===== src/hdl/mhs_pkg.sv =====
// ----------------------------------------------------------------------------
// mhs_pkg: shared definitions for the min-heap sorter
// Capacity, derived widths, the controller state encoding and the structs
// that carry memory requests and results between the modules.
// ----------------------------------------------------------------------------
package mhs_pkg;

    // Heap capacity in entries, from 2 to 64.
    localparam int CAPACITY = 64;
    localparam int DATA_W   = 32;
    localparam int ADDR_W   = $clog2(CAPACITY);
    localparam int CNT_W    = $clog2(CAPACITY + 1);
    localparam int CHILD_W  = ADDR_W + 1;

    // Controller states.
    typedef enum logic [3:0] {
        ST_IDLE,
        ST_UP_CMP,
        ST_UP_FIN,
        ST_D_ROOT,
        ST_D_TAIL,
        ST_D_EMIT,
        ST_SD_LEFT,
        ST_SD_RIGHT,
        ST_SD_CMP
    } t_state;

    // One write port and one read port of the heap memory.
    typedef struct packed {
        logic              we;
        logic [ADDR_W-1:0] waddr;
        logic [DATA_W-1:0] wdata;
        logic              re;
        logic [ADDR_W-1:0] raddr;
    } t_ram_req;

    // One result offered to the output register.
    typedef struct packed {
        logic              valid;
        logic [DATA_W-1:0] value;
        logic              last;
        logic              ovf;
    } t_res;

endpackage


===== src/hdl/min_heap_sorter.sv =====
// Insert: a value into an empty heap is written directly; otherwise it climbs the heap
// with a sift-up walk, and the input stalls until the insert is done.
// Drain: each result is taken from the root and the heap is restored by a sift-down
// walk, whose pace is set by the single read port.
// Reset (synchronous, active low) empties the heap and clears overflow.
// ----------------------------------------------------------------------------
// min_heap_sorter: binary min-heap sorter
// Collects values into a heap memory and, after the item marked last,
// emits them in ascending order through a registered output stage.
// ----------------------------------------------------------------------------
module min_heap_sorter (
    input  logic                       i_clk,
    input  logic                       i_rst_n,
    input  logic                       i_valid,
    output logic                       o_stall,
    input  logic [mhs_pkg::DATA_W-1:0] i_value,
    input  logic                       i_last,
    output logic                       o_valid,
    input  logic                       i_stall,
    output logic [mhs_pkg::DATA_W-1:0] o_sorted_value,
    output logic                       o_last_res,
    output logic                       o_overflow
);
    import mhs_pkg::*;

    t_ram_req          ram_req;
    t_res              res;
    logic [DATA_W-1:0] rdata;
    logic              res_ready;
    logic              r_ovalid;
    logic [DATA_W-1:0] r_oval;
    logic              r_olast;
    logic              r_oovf;

    // Heap memory.
    mhs_ram #(
        .WIDTH (DATA_W),
        .DEPTH (CAPACITY)
    ) u_ram (
        .i_clk   (i_clk),
        .i_we    (ram_req.we),
        .i_waddr (ram_req.waddr),
        .i_wdata (ram_req.wdata),
        .i_re    (ram_req.re),
        .i_raddr (ram_req.raddr),
        .o_rdata (rdata)
    );

    // Heap sequencer.
    mhs_ctrl u_ctrl (
        .i_clk       (i_clk),
        .i_rst_n     (i_rst_n),
        .i_valid     (i_valid),
        .i_value     (i_value),
        .i_last      (i_last),
        .o_stall     (o_stall),
        .o_ram       (ram_req),
        .i_rdata     (rdata),
        .o_res       (res),
        .i_res_ready (res_ready)
    );

    // The output register takes a result when empty or when its transfer completes.
    assign res_ready = !r_ovalid || !i_stall;

    always_ff @(posedge i_clk) begin
        if (!i_rst_n) begin
            r_ovalid <= 1'b0;
        end else if (res.valid) begin
            r_ovalid <= 1'b1;
        end else if (!i_stall) begin
            r_ovalid <= 1'b0;
        end
    end

    always_ff @(posedge i_clk) begin
        if (res.valid) begin
            r_oval  <= res.value;
            r_olast <= res.last;
            r_oovf  <= res.ovf;
        end
    end

    assign o_valid        = r_ovalid;
    assign o_sorted_value = r_oval;
    assign o_last_res     = r_olast;
    assign o_overflow     = r_oovf;

endmodule


===== src/hdl/mhs_ram.sv =====
// ----------------------------------------------------------------------------
// mhs_ram: generic simple dual-port RAM
// One write port and one read port; read data is registered.
// ----------------------------------------------------------------------------
module mhs_ram #(
    parameter int WIDTH = 32,
    parameter int DEPTH = 64
) (
    input  logic                     i_clk,
    input  logic                     i_we,
    input  logic [$clog2(DEPTH)-1:0] i_waddr,
    input  logic [WIDTH-1:0]         i_wdata,
    input  logic                     i_re,
    input  logic [$clog2(DEPTH)-1:0] i_raddr,
    output logic [WIDTH-1:0]         o_rdata
);

    logic [WIDTH-1:0] r_mem [DEPTH];
    logic [WIDTH-1:0] r_rdata;

    // Write and registered read.
    always_ff @(posedge i_clk) begin
        if (i_we) begin
            r_mem[i_waddr] <= i_wdata;
        end
        if (i_re) begin
            r_rdata <= r_mem[i_raddr];
        end
    end

    assign o_rdata = r_rdata;

endmodule


===== src/hdl/mhs_ctrl.sv =====
// ----------------------------------------------------------------------------
// mhs_ctrl: heap sequencer
// Inserts values with a sift-up walk and drains the heap with root
// extraction and a sift-down walk, one heap level at a time.
// ----------------------------------------------------------------------------
module mhs_ctrl (
    input  logic                       i_clk,
    input  logic                       i_rst_n,
    input  logic                       i_valid,
    input  logic [mhs_pkg::DATA_W-1:0] i_value,
    input  logic                       i_last,
    output logic                       o_stall,
    output mhs_pkg::t_ram_req          o_ram,
    input  logic [mhs_pkg::DATA_W-1:0] i_rdata,
    output mhs_pkg::t_res              o_res,
    input  logic                       i_res_ready
);
    import mhs_pkg::*;

    t_state              r_state, n_state;
    logic [CNT_W-1:0]    r_count, n_count;
    logic                r_ovf, n_ovf;
    logic                r_last, n_last;
    logic [ADDR_W-1:0]   r_pos, n_pos;
    logic [DATA_W-1:0]   r_val, n_val;
    logic [DATA_W-1:0]   r_top, n_top;
    logic [DATA_W-1:0]   r_lval, n_lval;
    logic                r_has_rc, n_has_rc;

    logic                accept;
    logic                full;
    logic [ADDR_W-1:0]   parent;
    logic [ADDR_W-1:0]   cnt_parent;
    logic [CHILD_W-1:0]  lc;
    logic [CHILD_W-1:0]  rc;
    logic [CHILD_W-1:0]  size_ext;
    logic                pick_right;
    logic [DATA_W-1:0]   pick_val;
    logic [ADDR_W-1:0]   pick_idx;
    logic [CNT_W-1:0]    cnt_dec;

    assign accept     = i_valid && (r_state == ST_IDLE);
    assign full       = (r_count == CNT_W'(CAPACITY));
    assign parent     = (r_pos - ADDR_W'(1)) >> 1;
    assign cnt_parent = (r_count[ADDR_W-1:0] - ADDR_W'(1)) >> 1;
    assign lc         = {r_pos, 1'b1};
    assign rc         = lc + CHILD_W'(1);
    assign size_ext   = CHILD_W'(r_count);
    assign cnt_dec    = r_count - CNT_W'(1);

    // Child selection: ties go to the right child.
    assign pick_right = r_has_rc && !(r_lval < i_rdata);
    assign pick_val   = pick_right ? i_rdata : r_lval;
    assign pick_idx   = pick_right ? rc[ADDR_W-1:0] : lc[ADDR_W-1:0];

    assign o_stall = (r_state != ST_IDLE);

    // Control registers.
    always_ff @(posedge i_clk) begin
        if (!i_rst_n) begin
            r_state <= ST_IDLE;
            r_count <= '0;
            r_ovf   <= 1'b0;
            r_last  <= 1'b0;
        end else begin
            r_state <= n_state;
            r_count <= n_count;
            r_ovf   <= n_ovf;
            r_last  <= n_last;
        end
    end

    // Working registers of the current walk.
    always_ff @(posedge i_clk) begin
        r_pos    <= n_pos;
        r_val    <= n_val;
        r_top    <= n_top;
        r_lval   <= n_lval;
        r_has_rc <= n_has_rc;
    end

    // Next state, memory requests and results.
    always_comb begin
        n_state  = r_state;
        n_count  = r_count;
        n_ovf    = r_ovf;
        n_last   = r_last;
        n_pos    = r_pos;
        n_val    = r_val;
        n_top    = r_top;
        n_lval   = r_lval;
        n_has_rc = r_has_rc;
        o_ram    = '0;
        o_res    = '0;

        unique case (r_state)
            ST_IDLE: begin
                if (accept) begin
                    n_last = i_last;
                    n_val  = i_value;
                    if (full) begin
                        // Heap full: drop the value but still honor last.
                        n_ovf = 1'b1;
                        if (i_last) begin
                            n_state = ST_D_ROOT;
                        end
                    end else begin
                        n_count = r_count + CNT_W'(1);
                        n_pos   = r_count[ADDR_W-1:0];
                        if (r_count == '0) begin
                            o_ram.we    = 1'b1;
                            o_ram.waddr = '0;
                            o_ram.wdata = i_value;
                            if (i_last) begin
                                n_state = ST_D_ROOT;
                            end
                        end else begin
                            o_ram.re    = 1'b1;
                            o_ram.raddr = cnt_parent;
                            n_state     = ST_UP_CMP;
                        end
                    end
                end
            end

            ST_UP_CMP: begin
                if (r_val < i_rdata) begin
                    // Move the parent down into the hole.
                    o_ram.we    = 1'b1;
                    o_ram.waddr = r_pos;
                    o_ram.wdata = i_rdata;
                    n_pos       = parent;
                    if (parent == '0) begin
                        n_state = ST_UP_FIN;
                    end else begin
                        o_ram.re    = 1'b1;
                        o_ram.raddr = (parent - ADDR_W'(1)) >> 1;
                    end
                end else begin
                    o_ram.we    = 1'b1;
                    o_ram.waddr = r_pos;
                    o_ram.wdata = r_val;
                    n_state     = r_last ? ST_D_ROOT : ST_IDLE;
                end
            end

            ST_UP_FIN: begin
                o_ram.we    = 1'b1;
                o_ram.waddr = '0;
                o_ram.wdata = r_val;
                n_state     = r_last ? ST_D_ROOT : ST_IDLE;
            end

            ST_D_ROOT: begin
                o_ram.re    = 1'b1;
                o_ram.raddr = '0;
                n_state     = ST_D_TAIL;
            end

            ST_D_TAIL: begin
                n_top       = i_rdata;
                o_ram.re    = 1'b1;
                o_ram.raddr = cnt_dec[ADDR_W-1:0];
                n_state     = ST_D_EMIT;
            end

            ST_D_EMIT: begin
                if (i_res_ready) begin
                    o_res.valid = 1'b1;
                    o_res.value = r_top;
                    o_res.last  = (cnt_dec == '0);
                    o_res.ovf   = r_ovf;
                    n_count     = cnt_dec;
                    n_val       = i_rdata;
                    n_pos       = '0;
                    if (cnt_dec == '0) begin
                        n_ovf   = 1'b0;
                        n_last  = 1'b0;
                        n_state = ST_IDLE;
                    end else begin
                        n_state = ST_SD_LEFT;
                    end
                end
            end

            ST_SD_LEFT: begin
                if (lc >= size_ext) begin
                    o_ram.we    = 1'b1;
                    o_ram.waddr = r_pos;
                    o_ram.wdata = r_val;
                    n_state     = ST_D_ROOT;
                end else begin
                    o_ram.re    = 1'b1;
                    o_ram.raddr = lc[ADDR_W-1:0];
                    n_state     = ST_SD_RIGHT;
                end
            end

            ST_SD_RIGHT: begin
                n_lval = i_rdata;
                if (rc < size_ext) begin
                    o_ram.re    = 1'b1;
                    o_ram.raddr = rc[ADDR_W-1:0];
                    n_has_rc    = 1'b1;
                end else begin
                    n_has_rc = 1'b0;
                end
                n_state = ST_SD_CMP;
            end

            ST_SD_CMP: begin
                o_ram.we    = 1'b1;
                o_ram.waddr = r_pos;
                if (r_val < pick_val) begin
                    o_ram.wdata = r_val;
                    n_state     = ST_D_ROOT;
                end else begin
                    // Pull the smaller child up and follow it.
                    o_ram.wdata = pick_val;
                    n_pos       = pick_idx;
                    n_state     = ST_SD_LEFT;
                end
            end

            default: begin
                n_state = ST_IDLE;
            end
        endcase
    end

`ifndef SYNTHESIS
    // The fill count never passes the capacity.
    a_count_range: assert property (@(posedge i_clk) disable iff (!i_rst_n)
        r_count <= CNT_W'(CAPACITY))
        else $error("heap count beyond capacity");

    // A read and a write never hit the same entry in one cycle.
    a_no_rw_clash: assert property (@(posedge i_clk) disable iff (!i_rst_n)
        !(o_ram.we && o_ram.re && (o_ram.waddr == o_ram.raddr)))
        else $error("read and write to the same heap entry");

    // The final result of a run leaves the heap empty and clears overflow.
    a_run_end: assert property (@(posedge i_clk) disable iff (!i_rst_n)
        (o_res.valid && o_res.last) |=> (r_count == '0) && !r_ovf)
        else $error("heap not cleared after final result");

    // Results are only offered while the output side can take them and the heap is not empty.
    a_res_ready: assert property (@(posedge i_clk) disable iff (!i_rst_n)
        o_res.valid |-> i_res_ready && (r_count != '0))
        else $error("result offered without room or data");
`endif

endmodule

===== config.mk =====
export PLATFORM = sky130hd
export DESIGN_NAME = min_heap_sorter
export DESIGN_NICKNAME = d
export VERILOG_FILES = /design/src/hdl/mhs_pkg.sv /design/src/hdl/min_heap_sorter.sv /design/src/hdl/mhs_ram.sv /design/src/hdl/mhs_ctrl.sv
export SDC_FILE = /design/constraint.sdc
export NUM_CORES = 2
export LEC_CHECK = 0
export ABC_CLOCK_PERIOD_IN_PS = 6600
export BUFFER_PORTS_ARGS = -buffer_cell sky130_fd_sc_hd__clkbuf_2
export CAP_MARGIN = 0
export CORE_MARGIN = 1.5
export CORE_UTILIZATION = 46
export CTS_BUF_LIST = sky130_fd_sc_hd__clkbuf_4 sky130_fd_sc_hd__clkbuf_8 sky130_fd_sc_hd__clkbuf_16
export CTS_CLUSTER_SIZE = 30
export DETAILED_ROUTE_END_ITERATION = 10
export GPL_ROUTABILITY_DRIVEN = 0
export PLACE_DENSITY = 0.65
export SLEW_MARGIN = 20
export SYNTH_ARGS = -nofsm -noshare
export SYNTH_HDL_FRONTEND = slang
export SYNTH_HIERARCHICAL = 1
export SYNTH_SLANG_ARGS = --single-unit

===== constraint.sdc =====
create_clock -name i_clk -period 6.6 [get_ports i_clk]
set_input_delay 0.33 -clock i_clk [delete_from_list [all_inputs] [get_ports i_clk]]
set_output_delay 0.33 -clock i_clk [all_outputs]
set_load 0.005 [all_outputs]

==> impl_metrics.env <==
export IMPL_status="finished clean"
export IMPL_reg2reg_from="u_ram/o_rdata[2]"
export IMPL_endpoint="u_ram/r_mem[53][11]"
export IMPL_synth_common_cells="2217 x edfxtp_1, 544 x mux4_2, 215 x nor2_1"
export IMPL_endpoint_kind="flop"
export IMPL_slew_headroom_pct=18.3
export IMPL_synth_area_top_cells="edfxtp_1 75%, mux4_2 14%, ha_1 1.6%"
export IMPL_clk_latency_ns=0.87
export IMPL_cts_setup_buffers=0
export IMPL_critPathMaxFanout=64
export IMPL_grt_pass1_vias=45200
export IMPL_power_density_nw_per_um2=522
export IMPL_numClockSinks=2231
export IMPL_synth_edf_count=2217
export IMPL_syn_inst=4314
export IMPL_initial_core_util_pct=46.2
export IMPL_synthArstFlopShare_pct=0
export IMPL_nNetsFinal=4795
export IMPL_slew_violations=0
export IMPL_place_inst=6920
export IMPL_power_frac_clock_pct=22.9
export IMPL_switching_power_mw=18.4
export IMPL_hold_class="primary input to flop"
export IMPL_rrSetupSlack_ns=0.33
export IMPL_rsz0062_at_grt="false"
export IMPL_cts_resized=0
export IMPL_yosys_cell_types_count=75
export IMPL_yosysMostFrequentCell="edfxtp_1"
export IMPL_critPathKind="flop to flop"
export IMPL_setup_tns_ns=0
export IMPL_portBuffers=72
export IMPL_p_comb_share_pct=39.5
export IMPL_cts_root_buffer="clkbuf_16"
export IMPL_syn_area_per_cell_sq_um=20.6
export IMPL_yosysWarningCount=6
export IMPL_ys_flop_type="edfxtp_1"
export IMPL_cts_max_level=4
export IMPL_num_rows=161
export IMPL_clk_path_buf_depth=3
export IMPL_start_kind="flop"
export IMPL_io_pins=73
export IMPL_wire_per_inst_um=33.4
export IMPL_cp_arrival_ns=6.83
export IMPL_layout_area_overhead_vs_synth_pct=14.4
export IMPL_final_setup_viol_count=0
export IMPL_syn_area_sq_um=88700
export IMPL_dp_hpwl_um=139000
export IMPL_total_leakage_power_nw=32.2
export IMPL_ys_ff_latch=2231
export IMPL_fp_dieW_um=442
export IMPL_switching_share_pct=34.7
export IMPL_die_h_um=442
export IMPL_skew_ns=0.0524
export IMPL_antenna_found_initial=8
export IMPL_netlist_area_leader_share_pct=75.0
export IMPL_core_sq_um=192000
export IMPL_track_usage_pct=24.9
export IMPL_wirelength_um=245000
export IMPL_seqPwrFrac_pct=37.6
export IMPL_die_area_sq_um=196000
export IMPL_grt_overflow_total=0
export IMPL_hold_viol=0
export IMPL_fin_crit_sh_pct=94.9
export IMPL_clk_pin_slew_ns=0.06
export IMPL_r2r_cells=22
export IMPL_crit_required_ns=7.16
export IMPL_yosys_area_top_type="edfxtp_1"
export IMPL_grt_max_degree=77
export IMPL_drtPass1Iterations=7
export IMPL_numCtsBuffers=212
export IMPL_maxCapViolCount=0
export IMPL_max_freq_mhz=160
export IMPL_ir_drop_uv=479
export IMPL_routed_via_density=6.37
export IMPL_tightest_slew_ns=1.23
export IMPL_period_needed_ns=6.27
export IMPL_first_iter_violations=6381
export IMPL_hold_buffers=38
export IMPL_synth_fp_nets=4463
export IMPL_fin_cells=7347
export IMPL_drc=0
export IMPL_synth_seq_area_share_pct=75.3
export IMPL_p_int_mw=34.6
export IMPL_grt_first_pass_wirelength_um=344000
export IMPL_vias=46800
export IMPL_crit_path_start="u_ram/o_rdata[2]"
export IMPL_cts_tree="done"
export IMPL_r2r_end="u_ram/r_mem[53][11]"
export IMPL_antenna_left=0
export IMPL_drive_gt1_share_pct=27.4
per-stage QoR:
stage                     util, %  cell area [sq um]  power, mW  hold WS, ns  setup WS [ns]
after floorplan                 -              88700       33.4        0.458           1.29
after global placement       49.0              94200       40.8        0.471          0.504
after detailed placement     49.0              94200       41.0        0.488          0.389
after CTS                    52.8             102000       53.1        0.228          0.400
after global routing         52.8             102000       55.0        0.290         0.0204
final                        52.8             102000       53.0        0.286          0.334
worst max-delay path, cell delays in order, from the launching register on:
cell	delay, ns
edfxtp_1	0.43
inv_1	0.14
ha_1	0.26
a211o_1	0.26
a31oi_1	0.18
o221ai_1	0.22
and3_1	0.29
o31ai_4	0.54
buf_4	0.36
buf_4	0.31
nor2_1	0.06
a21oi_1	0.18
ha_1	0.30
a21oi_1	0.14
nand2_1	0.07
a2111o_1	0.46
nor3_2	0.25
mux2i_4	0.12
a21oi_2	0.22
buf_4	0.25
buf_4	0.19
a21o_2	0.16
buf_4	0.51
power by group through the flow:
stage	Clock, mW	Sequential (mW)	Combinational [mW]
6_report	12.1	19.9	20.9
5_1_grt	12.8	20.0	22.2
4_1_cts	12.3	19.9	20.9
3_5_place_dp	0	20.2	20.8
3_3_place_gp	0	20.2	20.6
2_1_floorplan	0	20.2	13.3
worst min path at each step:
stage / startpoint / end / slack, ns / cells after the start
4_1_cts: i_rst_n / o_valid / 0.23 / 3
3_3_place_gp: u_ctrl/r_ovf / u_ctrl/r_ovf / 0.47 / 2
5_1_grt: i_rst_n / o_valid / 0.29 / 3
2_1_floorplan: i_rst_n / o_valid / 0.46 / 1
3_5_place_dp: u_ctrl/r_ovf / u_ctrl/r_ovf / 0.49 / 2
6_report: i_rst_n / o_valid / 0.29 / 3
layout by cell type (no fill, tap or decap), types with 16 or more instances in the layout:
master,n
edfxtp_1,2217
mux4_2,544
clkbuf_16,216
buf_4,187
nor2_1,152
a21oi_1,140
ha_1,112
nand2_1,103
mux2i_1,93
o22ai_1,91
clkbuf_2,72
nor2_4,63
clkbuf_4,58
o21ai_0,53
clkinv_1,51
inv_1,50
buf_12,50
dlygate4sd3_1,38
o21ai_1,37
and2_1,37
o221ai_1,35
a222oi_1,31
clkinv_2,29
a21o_2,27
nor3_1,24
nor2b_1,23
xnor2_1,20
nand3_1,19
bufinv_16,16
nand4_1,16
cells by family (layout without fill, tap and decap cells):
group / Yosys count / after routing / share of synthesized area (%)
AOI/OAI and AO/OA: 523 / 523 / 3.88
xor gates and xnor gates: 23 / 23 / 0.227
adders and majority gates: 112 / 112 / 1.58
buffers and inverters: 281 / 787 / 1.43
DFF: 2231 / 2231 / 75.3
muxes: 638 / 638 / 14.9
other: 0 / 1 / 0
and+or+nand+nor: 506 / 506 / 2.66
cell type report:
| cell class | count | area (sq um) |
|---|---|---|
| sequential | 2231 | 66900 |
| antenna | 1 | 2.50 |
| clock buffer | 275 | 5850 |
| timing repair buffer | 347 | 3150 |
| clock inverter | 113 | 1080 |
| fill | 14800 | 90600 |
| inverter | 52 | 195 |
| tap | 2526 | 3160 |
| multi-input combinational | 1802 | 21200 |
metal layers:
layer,part of all wire [%],vias up,global-route usage [%]
li1,-,18700,-
met5,0.011,-,0
met4,3.3,4,8.14
met3,10,352,5.03
met1,40,25000,36.7
met2,46,2665,37.5
state kept, by name, indices dropped and copies added, names as in the netlist:
register and count:
o_sorted_value 32, u_ram/r_mem 2048, u_ctrl/r_pos 6, u_ctrl/r_last 1
u_ctrl/r_count 7, u_ctrl/r_state 4, o_last_res 1, u_ctrl/r_has_rc 1
o_overflow 1, u_ctrl/r_top 32, u_ram/o_rdata 32, o_valid 1
u_ctrl/r_ovf 1, u_ctrl/r_val 32, u_ctrl/r_lval 32
No activity file was read; power rests on OpenSTA's default activity.
